--- src/rtl/ztf_pkg.sv ---
`default_nettype none
package ztf_pkg;
  localparam int MaxItemsDef   = 32;
  localparam int ValueWidthDef = 16;
  localparam int MaxTriplesDef = 64;
  localparam int VW = ValueWidthDef;

  typedef struct packed {
    logic signed [VW-1:0] value;
    logic                 last;
  } in_item_t;

  typedef struct packed {
    logic signed [VW-1:0] first;
    logic signed [VW-1:0] second;
    logic signed [VW-1:0] third;
    logic                 found;
    logic                 overflow;
    logic                 final_res;
  } out_item_t;

  typedef enum logic [3:0] {
    ST_LOAD, ST_SORT_RD, ST_SORT_KEY, ST_SORT_CMP, ST_ANCHOR, ST_RD_A, ST_PTR,
    ST_RD_L, ST_RD_R, ST_CMP, ST_SKIP_L, ST_SKIP_R, ST_DONE
  } ztf_state_t;
endpackage
`default_nettype wire

--- src/rtl/ztf_res_fifo.sv ---
`default_nettype none
module ztf_res_fifo (
  input  wire logic              clk,
  input  wire logic              rst_n,
  input  wire logic              wr_en,
  input  ztf_pkg::out_item_t     wr_data,
  output logic                   full,
  output logic                   out_valid,
  input  wire logic              out_ready,
  output ztf_pkg::out_item_t     out_data
);
  import ztf_pkg::*;
  out_item_t mem_r [4];
  logic [1:0] wp_r, rp_r;
  logic [2:0] cnt_r;
  logic rd_en;

  assign full      = cnt_r == 3'd4;
  assign out_valid = cnt_r != 3'd0;
  assign out_data  = mem_r[rp_r];
  assign rd_en     = out_valid && out_ready;

  always_ff @(posedge clk) begin
    if (wr_en && !full) mem_r[wp_r] <= wr_data;
    if (!rst_n) begin
      wp_r  <= '0;
      rp_r  <= '0;
      cnt_r <= '0;
    end else begin
      if (wr_en && !full) wp_r <= wp_r + 2'd1;
      if (rd_en) rp_r <= rp_r + 2'd1;
      cnt_r <= cnt_r + {2'd0, wr_en && !full} - {2'd0, rd_en};
    end
  end
endmodule
`default_nettype wire

--- src/rtl/ztf_core.sv ---
`default_nettype none
module ztf_core #(
  parameter int MAX_ITEMS   = ztf_pkg::MaxItemsDef,
  parameter int MAX_TRIPLES = ztf_pkg::MaxTriplesDef
) (
  input  wire logic              clk,
  input  wire logic              rst_n,
  input  wire logic              in_valid,
  output logic                   in_ready,
  input  ztf_pkg::in_item_t      in_data,
  output logic                   res_wr,
  output ztf_pkg::out_item_t     res_data,
  input  wire logic              res_full
);
  import ztf_pkg::*;
  localparam int AW  = $clog2(MAX_ITEMS);
  localparam int CW  = $clog2(MAX_ITEMS + 1);
  localparam int CW1 = CW + 1;
  localparam int TW  = $clog2(MAX_TRIPLES + 2);

  logic signed [VW-1:0] mem_r [MAX_ITEMS];
  logic signed [VW-1:0] rd_r;
  logic [AW-1:0] ra;
  logic          we;
  logic [AW-1:0] wa;
  logic signed [VW-1:0] wd;

  ztf_state_t st_r, st_nxt;
  logic [CW-1:0] n_r, n_nxt;
  logic          drop_r, drop_nxt;
  logic          pass_r, pass_nxt;
  logic [CW-1:0] i_r, i_nxt, j_r, j_nxt, l_r, l_nxt, r_r, r_nxt;
  logic signed [VW-1:0] key_r, key_nxt, a_r, a_nxt, lv_r, lv_nxt, rv_r, rv_nxt;
  logic signed [VW-1:0] prev_r, prev_nxt;
  logic          havep_r, havep_nxt;
  logic [TW-1:0] tot_r, tot_nxt, ecnt_r, ecnt_nxt;
  logic [TW-1:0] emit_tot;
  logic signed [VW+1:0] s3;
  logic          last_emit;
  logic          anchor_end;
  logic          shift;
  logic          skip_l;
  logic          skip_r;

  always_ff @(posedge clk) begin
    if (we) mem_r[wa] <= wd;
    rd_r <= mem_r[ra];
  end

  assign s3 = {{2{a_r[VW-1]}}, a_r} + {{2{lv_r[VW-1]}}, lv_r}
            + {{2{rv_r[VW-1]}}, rv_r};
  assign emit_tot   = (tot_r > TW'(MAX_TRIPLES)) ? TW'(MAX_TRIPLES) : tot_r;
  assign last_emit  = (ecnt_r + TW'(1)) == emit_tot;
  assign anchor_end = ({1'b0, i_r} + CW1'(2)) >= {1'b0, n_r};
  assign shift      = j_r != '0 && rd_r > key_r;
  assign skip_l     = l_r < r_r && rd_r == lv_r;
  assign skip_r     = l_r < r_r && rd_r == rv_r;

  // first search pass counts triples, second pass emits them
  always_comb begin
    st_nxt = st_r; n_nxt = n_r; drop_nxt = drop_r; pass_nxt = pass_r;
    i_nxt = i_r; j_nxt = j_r; l_nxt = l_r; r_nxt = r_r; key_nxt = key_r;
    a_nxt = a_r; lv_nxt = lv_r; rv_nxt = rv_r; prev_nxt = prev_r;
    havep_nxt = havep_r; tot_nxt = tot_r; ecnt_nxt = ecnt_r;
    unique case (st_r)
      ST_LOAD: if (in_valid) begin
        if (n_r < CW'(MAX_ITEMS)) n_nxt = n_r + CW'(1);
        else drop_nxt = 1'b1;
        if (in_data.last) begin
          st_nxt = ST_SORT_RD; i_nxt = CW'(1); tot_nxt = '0; pass_nxt = 1'b0;
        end
      end
      ST_SORT_RD: begin
        if (i_r >= n_r) begin
          st_nxt = ST_ANCHOR; i_nxt = '0; havep_nxt = 1'b0;
        end else begin
          j_nxt = i_r; st_nxt = ST_SORT_KEY;
        end
      end
      ST_SORT_KEY: begin
        key_nxt = rd_r; st_nxt = ST_SORT_CMP;
      end
      ST_SORT_CMP: begin
        if (shift) j_nxt = j_r - CW'(1);
        else begin
          i_nxt = i_r + CW'(1); st_nxt = ST_SORT_RD;
        end
      end
      ST_ANCHOR: begin
        if (!anchor_end) st_nxt = ST_RD_A;
        else if (!pass_r && tot_r != '0) begin
          pass_nxt = 1'b1; i_nxt = '0; havep_nxt = 1'b0; ecnt_nxt = '0;
        end else st_nxt = ST_DONE;
      end
      ST_RD_A: begin
        if (havep_r && rd_r == prev_r) begin
          i_nxt = i_r + CW'(1); st_nxt = ST_ANCHOR;
        end else begin
          a_nxt = rd_r; prev_nxt = rd_r; havep_nxt = 1'b1;
          l_nxt = i_r + CW'(1); r_nxt = n_r - CW'(1); st_nxt = ST_PTR;
        end
      end
      ST_PTR: begin
        if (l_r < r_r) st_nxt = ST_RD_L;
        else begin
          i_nxt = i_r + CW'(1); st_nxt = ST_ANCHOR;
        end
      end
      ST_RD_L: begin
        lv_nxt = rd_r; st_nxt = ST_RD_R;
      end
      ST_RD_R: begin
        rv_nxt = rd_r; st_nxt = ST_CMP;
      end
      ST_CMP: begin
        if (s3 < 0) begin
          l_nxt = l_r + CW'(1); st_nxt = ST_PTR;
        end else if (s3 > 0) begin
          r_nxt = r_r - CW'(1); st_nxt = ST_PTR;
        end else if (!pass_r) begin
          if (tot_r <= TW'(MAX_TRIPLES)) tot_nxt = tot_r + TW'(1);
          l_nxt = l_r + CW'(1); r_nxt = r_r - CW'(1); st_nxt = ST_SKIP_L;
        end else if (!res_full) begin
          ecnt_nxt = ecnt_r + TW'(1);
          if (last_emit) st_nxt = ST_DONE;
          else begin
            l_nxt = l_r + CW'(1); r_nxt = r_r - CW'(1); st_nxt = ST_SKIP_L;
          end
        end
      end
      ST_SKIP_L: begin
        if (skip_l) l_nxt = l_r + CW'(1);
        else st_nxt = ST_SKIP_R;
      end
      ST_SKIP_R: begin
        if (skip_r) r_nxt = r_r - CW'(1);
        else st_nxt = ST_PTR;
      end
      ST_DONE: if (tot_r != '0 || !res_full) begin
        st_nxt = ST_LOAD; n_nxt = '0; drop_nxt = 1'b0; pass_nxt = 1'b0;
      end
      default: st_nxt = ST_LOAD;
    endcase
  end

  // memory address and side effects per state
  always_comb begin
    we = 1'b0; wa = n_r[AW-1:0]; wd = in_data.value; ra = '0;
    in_ready = 1'b0; res_wr = 1'b0; res_data = '0;
    unique case (st_r)
      ST_LOAD: begin
        in_ready = 1'b1;
        we = in_valid && n_r < CW'(MAX_ITEMS);
      end
      ST_SORT_RD: ra = i_r[AW-1:0];
      ST_SORT_KEY: ra = AW'(j_r - CW'(1));
      ST_SORT_CMP: begin
        we = 1'b1;
        wa = j_r[AW-1:0];
        if (shift) begin
          wd = rd_r; ra = AW'(j_r - CW'(2));
        end else wd = key_r;
      end
      ST_ANCHOR: ra = i_r[AW-1:0];
      ST_RD_A: ;
      ST_PTR: ra = l_r[AW-1:0];
      ST_RD_L: ra = r_r[AW-1:0];
      ST_RD_R: ;
      ST_CMP: begin
        ra = AW'(l_r + CW'(1));
        if (pass_r && s3 == 0 && !res_full) begin
          res_wr = 1'b1;
          res_data.first = a_r; res_data.second = lv_r; res_data.third = rv_r;
          res_data.found = 1'b1;
          res_data.overflow = drop_r || tot_r > TW'(MAX_TRIPLES);
          res_data.final_res = last_emit;
        end
      end
      ST_SKIP_L: ra = skip_l ? AW'(l_r + CW'(1)) : r_r[AW-1:0];
      ST_SKIP_R: ra = AW'(r_r - CW'(1));
      ST_DONE: if (tot_r == '0 && !res_full) begin
        res_wr = 1'b1;
        res_data.overflow = drop_r || tot_r > TW'(MAX_TRIPLES);
        res_data.final_res = 1'b1;
      end
      default: ;
    endcase
  end

  always_ff @(posedge clk) begin
    if (!rst_n) begin
      st_r <= ST_LOAD; n_r <= '0; drop_r <= 1'b0; pass_r <= 1'b0;
      havep_r <= 1'b0; tot_r <= '0; ecnt_r <= '0;
    end else begin
      st_r <= st_nxt; n_r <= n_nxt; drop_r <= drop_nxt; pass_r <= pass_nxt;
      havep_r <= havep_nxt; tot_r <= tot_nxt; ecnt_r <= ecnt_nxt;
    end
    i_r <= i_nxt; j_r <= j_nxt; l_r <= l_nxt; r_r <= r_nxt; key_r <= key_nxt;
    a_r <= a_nxt; prev_r <= prev_nxt; lv_r <= lv_nxt; rv_r <= rv_nxt;
  end
endmodule
`default_nettype wire

--- src/rtl/zero_sum_triple_finder.sv ---
`default_nettype none
// Zero-sum triple finder.
// Input channel in_valid/in_ready/in_data carries one set element per
// transfer; in_data.last closes the set. Loading takes one cycle per element.
// After the last element the set is sorted in place (insertion sort over the
// element memory). The two-pointer search then runs once to count the
// triples and, if any were found, once more to emit them. Each zero-sum
// triple, up to MAX_TRIPLES per run, is written into a 4-entry result queue
// and shows on out_valid/out_ready/out_data in the next cycle. A run with no
// triple yields one result with found low; final_res marks the last result
// of a run. in_ready stays low from the last element until the run's final
// result is queued. A stalled receiver fills the queue and then holds the
// search. Synchronous reset on rst_n empties the set and the queue.
module zero_sum_triple_finder #(
  parameter int MAX_ITEMS   = ztf_pkg::MaxItemsDef,
  parameter int MAX_TRIPLES = ztf_pkg::MaxTriplesDef
) (
  input  wire logic          clk,
  input  wire logic          rst_n,
  input  wire logic          in_valid,
  output logic               in_ready,
  input  ztf_pkg::in_item_t  in_data,
  output logic               out_valid,
  input  wire logic          out_ready,
  output ztf_pkg::out_item_t out_data
);
  import ztf_pkg::*;
  logic      res_wr, res_full;
  out_item_t res_data;

  ztf_core #(.MAX_ITEMS(MAX_ITEMS), .MAX_TRIPLES(MAX_TRIPLES)) u_core (
    .clk, .rst_n, .in_valid, .in_ready, .in_data,
    .res_wr, .res_data, .res_full
  );

  ztf_res_fifo u_fifo (
    .clk, .rst_n, .wr_en(res_wr), .wr_data(res_data), .full(res_full),
    .out_valid, .out_ready, .out_data
  );
endmodule
`default_nettype wire

--- config.mk ---
export PLATFORM = sky130hd
export DESIGN_NAME = zero_sum_triple_finder
export DESIGN_NICKNAME = d
export VERILOG_FILES = /design/src/rtl/ztf_pkg.sv /design/src/rtl/ztf_res_fifo.sv /design/src/rtl/ztf_core.sv /design/src/rtl/zero_sum_triple_finder.sv
export SDC_FILE = /design/constraint.sdc
export NUM_CORES = 1
export LEC_CHECK = 0
export BUFFER_PORTS_ARGS = -buffer_cell sky130_fd_sc_hd__clkbuf_2
export CAP_MARGIN = 20
export CORE_UTILIZATION = 45
export CTS_BUF_LIST = sky130_fd_sc_hd__clkbuf_2 sky130_fd_sc_hd__clkbuf_4 sky130_fd_sc_hd__clkbuf_8
export DETAILED_ROUTE_END_ITERATION = 8
export SKIP_LAST_GASP = 1
export SLEW_MARGIN = 5
export SYNTH_ARGS = -nofsm -noshare
export SYNTH_HDL_FRONTEND = slang
export SYNTH_SLANG_ARGS = --single-unit
--- constraint.sdc ---
create_clock -name clk -period 9.4 [get_ports clk]
set_input_delay 1.41 -clock clk [delete_from_list [all_inputs] [get_ports clk]]
set_output_delay 1.41 -clock clk [all_outputs]
set_load 0.1 [all_outputs]
Yosys cells after proc, flatten, opt, wreduce, memory -nomap -nowiden --
Memory sizes are Yosys's and may differ from the RTL's. A register that Yosys moved wholly into a read port is not among the register bits. Cells that the tools add are included.
Storage, ports and cells: RAM bits 716, latch bits 0, ROM bits 0, memories kept 2, output and inout port bits 53, bits in registers 122
Operators by class: $add $sub $neg 16, div/mod/pow operators 0, magnitude comparators 9, equal/unequal tests 48, bitwise gates (word level) 1, shift operators 0, multipliers 0, reduce and logical (&&, ||, !) cells 43, muxes and demuxes 99
Memories:
- u_core.mem_r | words 32, bits a word 16, rd ports 1, clocked after Yosys merged registers in 1, wr ports 1, RTL line ztf_core.sv:21 | logic signed [VW-1:0] mem_r [MAX_ITEMS];
- u_fifo.mem_r | words 4, bits a word 51, rd ports 1, clocked after Yosys merged registers in 1, wr ports 1, RTL line ztf_res_fifo.sv:13 | out_item_t mem_r [4];
Operator list (count):
- $mux W6 | 27
- $mux W7 | 13
- $pmux W4 S13 | 1
- $mux W51 | 1
- $mux W49 | 1
- $eq A16 B16 Y1 | 3
- $mux W4 | 12
- $pmux W5 S8 | 1
- $pmux W6 S3 | 2
- $pmux W6 S6 | 1
- $logic_not A32 Y1 | 1
- $mux W16 | 2
- $pmux W7 S2 | 2
- $ne A2 B2 Y1 const B | 13
- $pmux W6 S2 | 2
- $ne A2 B1 Y1 const B | 11
- $eq A4 B4 Y1 const B | 5
- $add A17 B16 Y18 | 1
- $add A6 B1 Y6 const B | 3
- $gt A18 B1 Y1 const B | 1
- $lt A18 B1 Y1 const B | 1
- $mux W1 | 18
- $reduce_and A6 Y1 | 3
- $sub A6 B1 Y6 const B | 3
- 47 further kinds | 88

Longest topological paths before layout --
Gate-level depths: netlist (run 1).
depth after elaboration 10, mapped depth 21

Cells and area by module --
From an unflattened synthesis (run 1), not the netlist that was laid out.
Unflattened totals: cell total of the unflattened synthesis 2591, area total of the unflattened synthesis 37482.2 um^2
Modules (own cells, without submodules):
- ztf_core | area each 29582.1 um^2, seq. area each 18878.1 um^2, cells each 2275, times used 1
- ztf_res_fifo | area each 7900.1 um^2, seq. area each 6306.0 um^2, cells each 316, times used 1

Worst setup path before layout (run 1) --
No wires, ideal clock.
path kind register to register, start register u_core.rv_r[1], end memory u_fifo.mem_r[0][0] in the netlist's numbering, enable pin, data arrival time 6277 ps, path slack 2657 ps, data required time 8934 ps, period minus slack after synthesis 6743 ps, stages on the path, launching flop included 14, library setup time 466 ps, buffers on the path 1, path through edfxtp_1 > fa_1 > ha_1 > fa_1 > a21o_1 > a21oi_2 > o21bai_1 > xor2_1 > or4_1 > or4_1 > or4_4 > o31a_1 > buf_2 > nor2b_1
Between the ends: longest elaborated chain between the ends 9
Ends and longest elaborated chain:
- start, declared | RTL line ztf_core.sv:33 | logic signed [VW-1:0] key_r, key_nxt, a_r, a_nxt, lv_r, lv_nxt, rv_r, rv_nxt;
- start signal, assigned | RTL line ztf_core.sv:199 | a_r <= a_nxt; prev_r <= prev_nxt; lv_r <= lv_nxt; rv_r <= rv_nxt;
- $add A17 B16 Y18 | RTL line ztf_core.sv:51 | + {{2{rv_r[VW-1]}}, rv_r};
- $logic_not A32 Y1 | RTL line ztf_core.sv:171 | if (pass_r && s3 == 0 && !res_full) begin
- $logic_and A1 B1 Y1 (2 in series) | RTL line ztf_core.sv:171
- $mux W1 | RTL line ztf_core.sv:171
- $pmux W1 S2 | RTL line ztf_core.sv:150 | unique case (st_r)
- $logic_and A1 B1 Y1 | RTL line ztf_res_fifo.sv:24 | if (wr_en && !full) mem_r[wp_r] <= wr_data;
- $mux W1 | RTL line ztf_res_fifo.sv:24
- $mux W1 (implied by the code) | RTL line ztf_res_fifo.sv:24
- end, declared | RTL line ztf_res_fifo.sv:13
No other way between the ends.

Final worst setup path (run 1) --
start register u_core.rv_r[1], end register u_core.l_r[3], enable pin
Between the ends: longest elaborated chain between the ends 4
Ends and longest elaborated chain:
- $add A17 B16 Y18 (*) | RTL line ztf_core.sv:51
- $lt A18 B1 Y1 / $gt A18 B1 Y1 (equally long branches) | RTL line ztf_core.sv:116, ztf_core.sv:118
- $ne A4 B4 Y1 (no source line) / $ne A3 B2 Y1 (equally long branches)
- $reduce_and A6 Y1 (no source line) (*)
- end signal, assigned | RTL line ztf_core.sv:198 | i_r <= i_nxt; j_r <= j_nxt; l_r <= l_nxt; r_r <= r_nxt; key_r <= key_nxt;
- end, declared | RTL line ztf_core.sv:32 | logic [CW-1:0] i_r, i_nxt, j_r, j_nxt, l_r, l_nxt, r_r, r_nxt;
Every way passes the cells marked *; elsewhere a longest branch is shown, timed or not. A chain may end at the register's enable or synchronous reset.

==> results of run 1 <==
## where the power goes
part	switching, W	internal (W)
Sequential	0.000242	0.00451
Combinational	0.00334	0.00146
Clock	0.00148	0.00175
## synthesized netlist by cell type (41+ instances only)
cell type / instances
edfxtp_1: 804
nand2_1: 441
nand3_1: 157
nor2_1: 137
clkbuf_1: 91
mux2i_1: 85
a21oi_1: 67
ha_1: 67
nand4_1: 67
inv_1: 62
xnor2_1: 61
o21ai_0: 58
and2_1: 54
dfxtp_1: 52
mux4_2: 51
a32oi_1: 49
xor2_1: 41
## cell families (layout without fill, tap and decap cells)
group                    count (synthesis)  after routing  synth area share [%]
multiplexers                           144            144                 5.679
XOR/XNOR                               102            102                 2.425
AND/OR/NAND/NOR                        954            954                 11.86
adder cells (fa/ha/maj)                 85             85                 3.254
buffers and inverters                  192            471                 2.048
AO/OA/AOI/OAI                          336            336                 6.369
other                                    0              1                     0
flip-flops                             856            856                 68.36
## worst paths after layout
check / slack, ns / depth (start not counted) / from / to
worst max-delay path: 3.78 / 12 / u_core.rv_r[1] / u_core.l_r[3]
worst min-delay path: 0.50 / 1 / u_core.ecnt_r[6] / u_core.ecnt_r[6]
worst max register to register: 3.78 / 12 / u_core.rv_r[1] / u_core.l_r[3]
worst min register to register: 0.50 / 1 / u_core.ecnt_r[6] / u_core.ecnt_r[6]
## layout make-up
cell class | instances | area, um^2
Timing Repair Buffer | 157 | 1031
Tap cell | 1060 | 1326
Multi-Input combinational cell | 1621 | 11080
Clock buffer | 201 | 2460
Fill cell | 6791 | 39140
Antenna cell | 1 | 2.502
Sequential cell | 856 | 25190
Clock inverter | 50 | 344.1
Inverter | 63 | 236.5
## worst reg2reg max path: stages (launching register included)
cell,delay [ns]
edfxtp_1,0.44
fa_1,0.52
ha_1,0.24
fa_1,0.46
xor2_1,0.18
nor3_1,0.20
nand4_1,0.13
or4_1,0.57
or4_4,0.56
nor4_4,0.53
and2_1,0.35
o22ai_1,0.15
a211oi_1,0.90
## layer usage
layer	global-route usage (%)	vias to the layer above	part of all wire, %
met5	0	-	0.0073
met2	38.62	875	49
met3	4.184	135	6.3
li1	-	10450	-
met1	31.86	11660	43
met4	7.063	2	2.0
## through the flow
step / std cells / util [%]
final: 4009 / 51.56
after global routing: 4009 / 51.56
after CTS: 4005 / 51.51
after detailed placement: 3754 / 48.04
after global placement: 3753 / 48.02
after floorplan: 2669 / -
## flip-flops by register name, indices dropped and copies added (netlist names), 7 cells and up, named ones only
signal         cells
u_core.ecnt_r      7
u_core.lv_r       16
u_core.rd_r       16
u_core.tot_r       7
u_core.a_r        16
u_fifo.mem_r     204
u_core.mem_r     512
u_core.key_r      16
u_core.rv_r       16
==> reports/metrics.csv, run 1 <==
stage,metric,value,unit
status,failing checks,design-rule violations,
setup_path,slowest CP cell,a211oi_1,
die,# IOs,74,
cts,setup bufs post-CTS,0,
drt,WL/cell,24.03,um
setup_path,worst path cell trace,fa_1 -> ha_1 -> fa_1 -> xor2_1 -> nor3_1 -> nand4_1 -> or4_1 -> or4_4 -> nor4_4 -> and2_1 -> o22ai_1 -> a211oi_1,
synth,"Seq/Total Area, Yosys",68.36,%
synth,"EDFF count, synth",804,
sta,Tightest Pin Transition,1.143,ns
sta,final worst setup slack,3.781,ns
setup_path,CP Buf/Inv Count,0,
die,die area,0.08301,mm^2
drt,DRC Markers,11,
sta,RSZ-0062 raised after global routing,false,
cts,Num CTS Buffers,143,
setup_path,"CP delay by family, top",simple AND/OR/NAND/NOR gates,
global_route,initial antenna violation count,2,
synth,Most used DFF post-synth,edfxtp_1,
cts,CTS tree,yes,
hold_path,Tightest Hold Check Type,flip-flop to flip-flop,
synth,Syn Nets,2775,
finish,Final Cell Area,0.04167,mm^2
sta,max frequency,178.0,MHz
finish,most frequent cells in the layout,"804 x edfxtp_1, 441 x nand2_1, 157 x nand3_1",
setup_path,CP arrival,6.01,ns
cts,root buf cell,clkbuf_8,
cts,Sinks on Clock Net,856,
drt,Post-DRT Antenna Nets,0,
synth,top post-synthesis cells by area,"edfxtp_1 66%, nand2_1 4.5%, mux4_2 3.1%",
sta,Final TNS setup,0,ns
global_route,grt total ovfl,0,
synth,Post-synth ARST share,0,%
status,outcome,"complete, but fails checks",
sta,Worst slew margin,23.79,%
placement,"worst slack, placed",3.747,ns
cts,hold_buf cts,0,
drt,drt total wl,96.32,mm
synth,Syn Inst Count,2669,
global_route,first-pass GRT wire length,145.0,mm
die,Die H,288.1,um
synth,synth unique cells,81,
setup_path,Worst Setup Start Kind,flip-flop,
run,max_cap viols,0,
drt,Vias,23120,
drt,Initial DRC Count,2290,
setup_path,Setup CP Type,flip-flop to flip-flop,
setup_path,CP Capture Type,flip-flop,
setup_path,largest stage delay on the critical path,0.90,ns
synth,Seq cells post-synth,856,
drt,DRT Pass-1 Iters,8,
die,Initial Utilization,45.59,%
pwr,VDD IR max,375.7,uV
die,Core Box Area,0.08081,mm^2
placement,PortBufs,73,
sta,fin crit period,5.619,ns
pwr,Leakage,15.13,nW
sta,Setup Skew,0.04097,ns
cts,H-Tree Depth,4,
placement,hpwl dp,61.75,mm
sta,Final Hold Viols,0,
cts,cts repair resizes,0,
sta,final setup fails,0,
drt,vias per cell,5.768,
cts,Clock Path Buffers,3,
synth,syn_area_per_cell,13.80,um^2
setup_path,crit path max fanout,10,
global_route,vias in the first global route,23130,
sta,Min Hold Slack,0.4975,ns
synth,Synth area leader,edfxtp_1,
finish,layout cells sized above 1,16.35,%
placement,Placed Instance Area,0.03882,mm^2
synth,synthesized area,0.03684,mm^2
synth,YS warnings,0,
finish,Nets,2948,
die,Die W,288.1,um
global_route,largest net degree at the start of global routing,171,
pwr,Tot Pwr,0.01277,W
finish,synth-to-layout area growth,13.11,%
global_route,gr usage total,23.47,%
setup_path,Worst Path Required,9.79,ns
cts,Worst-Skew Late Latency,0.80,ns
sta,final slew viol count,0,
setup_path,CP most frequent cell,fa_1,
sta,Final period util,59.78,%
die,count of standard-cell rows,104,
pwr,Cell Pwr Density,306.6,mW/mm^2
synth,top-area cell type share of the netlist area,65.54,%
finish,"most common cell after layout, fill and taps aside",edfxtp_1,
placement,GP Congestion,0.9343,
cts,"CTS clk-pin slew, worst paths",0.06,ns
Power figures use the tool's default switching activity.
==> inputs of run 2 (changes only) <==
- clock period: 9.4 -> 4.5 ns (I/O delays scaled with it)
==> reports/metrics.csv, run 2 (synthesis gave the netlist of run 1 again) <==
stage,metric,value,unit,change
cts,"CTS clk-pin slew, worst paths",0.06,ns,about the same
setup_path,crit path max fanout,9,,was 10
sta,final setup fails,394,,was 0
finish,# fillers,6540,,was 6791
cts,Num CTS Buffers,142,,was 143
global_route,GRT busiest layer,met2,,unchanged
global_route,vias in the first global route,23930,,was 23130
pwr,internal power,0.01726,W,was 0.007716 W
global_route,initial antenna violation count,2,,unchanged
drt,Initial DRC Count,2196,,was 2290
hold_path,WHS Path Cells,2,,was 1
global_route,met3 usage,4.144,%,was 4.184%
finish,Nets,3170,,was 2948
finish,layout cells sized above 1,22.86,%,was 16.35%
drt,DRT Pass-1 Iters,9,,was 8
finish,most frequent cells in the layout,"804 x edfxtp_1, 441 x nand2_1, 253 x buf_4",,"was 804 x edfxtp_1, 441 x nand2_1, 157 x nand3_1"
drt,vias per cell,5.646,,was 5.768
drt,DRC Markers,14,,was 11
cts,Worst-Skew Late Latency,0.81,ns,was 0.80 ns
sta,final worst setup slack,-0.3301,ns,was 3.781 ns
cts,Clock Path Buffers,3,,unchanged
finish,synth-to-layout area growth,19.93,%,was 13.11%
pwr,sw frac,38.92,%,was 39.60%
cts,Sinks on Clock Net,856,,unchanged
sta,Worst slew margin,29.23,%,was 23.79%
sta,final slew viol count,0,,unchanged
pwr,VDD IR max,526.7,uV,was 375.7 uV
sta,Setup Skew,0.05304,ns,was 0.04097 ns
sta,Final Hold Viols,0,,unchanged
die,Initial Utilization,45.59,%,unchanged
sta,Min Hold Slack,0.3692,ns,was 0.4975 ns
die,Die H,288.1,um,unchanged
cts,H-Tree Depth,4,,unchanged
die,# IOs,74,,unchanged
drt,drt total wl,100.0,mm,was 96.32 mm
hold_path,Tightest Hold Check Type,primary input to flip-flop,,was flip-flop to flip-flop
pwr,Clk pwr share,24.3,%,was 25.3%
cts,hold_buf cts,0,,unchanged
sta,Tightest Pin Transition,1.062,ns,was 1.143 ns
global_route,first-pass GRT wire length,147.8,mm,was 145.0 mm
setup_path,CP arrival,5.33,ns,was 6.01 ns
global_route,gr usage total,24.02,%,was 23.47%
pwr,Tot Pwr,0.02826,W,was 0.01277 W
global_route,grt total ovfl,0,,unchanged
drt,Post-DRT Antenna Nets,0,,unchanged
finish,Top reg by flops,u_core.mem_r,,unchanged
sta,RSZ-0062 raised after global routing,true,,was false
pwr,Comb power frac,40.9,%,was 37.6%
finish,"most common cell after layout, fill and taps aside",edfxtp_1,,unchanged
sta,max frequency,207.0,MHz,was 178.0 MHz
finish,Largest register FFs,512,,unchanged
run,max_cap viols,0,,unchanged
pwr,Cell Pwr Density,639.7,mW/mm^2,was 306.6 mW/mm^2
drt,Vias,23940,,was 23120
setup_path,R2R depth,15,,was 12
placement,PortBufs,73,,unchanged
status,outcome,"complete, but fails checks",,unchanged
pwr,NetSw,0.01100,W,was 0.005059 W
placement,GP Congestion,0.9327,,was 0.9343
setup_path,Worst Path Required,5.00,ns,was 9.79 ns
die,die area,0.08301,mm^2,unchanged
global_route,largest net degree at the start of global routing,52,,was 171
pwr,Leakage,16.49,nW,was 15.13 nW
finish,biggest regs,"u_core.mem_r x512, u_fifo.mem_r x204",,unchanged
sta,Final period util,107.3,%,was 59.78%
drt,WL/cell,23.59,um,was 24.03 um
setup_path,Worst Setup Start Kind,flip-flop,,unchanged
setup_path,CP Capture Type,flip-flop,,unchanged
status,failing checks,"design-rule violations, negative setup slack",,was design-rule violations
placement,hpwl dp,65.67,mm,was 61.75 mm
die,Die W,288.1,um,unchanged
setup_path,Setup CP Type,flip-flop to flip-flop,,unchanged
die,count of standard-cell rows,104,,unchanged
pwr,Flop pwr share,34.7,%,was 37.2%
sta,fin crit period,4.830,ns,was 5.619 ns
global_route,GR Layer Usage met1,31.23,%,was 31.86%
die,Core Box Area,0.08081,mm^2,unchanged
cts,root buf cell,clkbuf_8,,unchanged
global_route,met2 Use GR,40.67,%,was 38.62%
cts,CTS tree,yes,,unchanged
==> run 2: changes by cell type in the layout (fill, tap and decap cells not counted), sizes merged, moves of 2 or more <==
cell | previous run | this run
clkbuf | 274 | 278
clkinvlp | 4 | 2
bufbuf | 0 | 6
inv | 69 | 73
diode | 1 | 3
buf | 84 | 297
clkinv | 38 | 40
==> run 2: worst paths after layout <==
kind / startpoint / to / slack (ns)
max: u_core.rv_r[1] / u_fifo.mem_r[2][20] / -0.33
min: rst_n / u_core.ecnt_r[1] / 0.37
min reg2reg: u_core.ecnt_r[6] / u_core.ecnt_r[6] / 0.49
max reg2reg: u_core.rv_r[1] / u_fifo.mem_r[2][20] / -0.33
==> run 2: per-layer routing <==
layer | part of all wire (%) | vias up | wire length [um]
met2 | 50 | 854 | 49590
li1 | - | 10920 | -
met5 | 0 | - | 0
met4 | 2.8 | 0 | 2839
met1 | 42 | 11980 | 41630
met3 | 5.9 | 181 | 5945
==> run 2: through the flow <==
stage          area [um^2]  TNS, ns  instances  util (%)  setup WS, ns
2_1_floorplan        36890  -105.04       2669         -       -0.5122
3_3_place_gp         40640   -41.88       3950     50.29       -0.3998
3_5_place_dp         40640   -54.65       3950     50.29       -0.3905
4_1_cts              43890   -49.78       4223     54.32       -0.3455
5_1_grt              44180  -117.21       4238     54.67       -0.4581
6_report             44180   -70.45       4239     54.67       -0.3301
==> run 2: layout make-up <==
type / count / area, um^2 / area share (%)
well taps: 1060 / 1326 / 3.002
repair buffers: 380 / 3421 / 7.743
inverters: 63 / 236.5 / 0.5353
diodes: 3 / 7.507 / 0.01699
clock inverters: 55 / 430.4 / 0.9743
clock buffers: 201 / 2429 / 5.497
multi-input cells: 1621 / 11140 / 25.21
flip-flops and latches: 856 / 25190 / 57.02
==> run 2: power by group through the flow <==
| stage | clock (W) | combinational, W | sequential [W] |
|---|---|---|---|
| after floorplan | 0 | 0.00667 | 0.00987 |
| after global placement | 0 | 0.0113 | 0.00996 |
| after detailed placement | 0 | 0.0115 | 0.00997 |
| after CTS | 0.00702 | 0.0115 | 0.00981 |
| after global routing | 0.00737 | 0.0124 | 0.00986 |
| final | 0.00688 | 0.0116 | 0.00981 |
==> run 2: repair_timing <==
| item | 4_1_cts | 5_1_grt |
|---|---|---|
| gates resized for setup | 9 | 24 |
| buffers inserted | 9 | 7 |
| endpoints found under the setup margin | 363 | 415 |
| cloned | 8 | 6 |
| pin swaps | 0 | 9 |
==> run 2: critical path: stages (launching register included) <==
cell	delay, ns
edfxtp_1	0.42
fa_1	0.50
ha_2	0.21
fa_2	0.40
a21o_1	0.18
a21oi_2	0.14
buf_4	0.13
xnor2_1	0.05
or4_1	0.49
or4_4	0.53
or4_4	0.44
o31a_1	0.27
buf_4	0.19
nor2b_4	0.16
buf_6	0.15
bufbuf_16	0.28
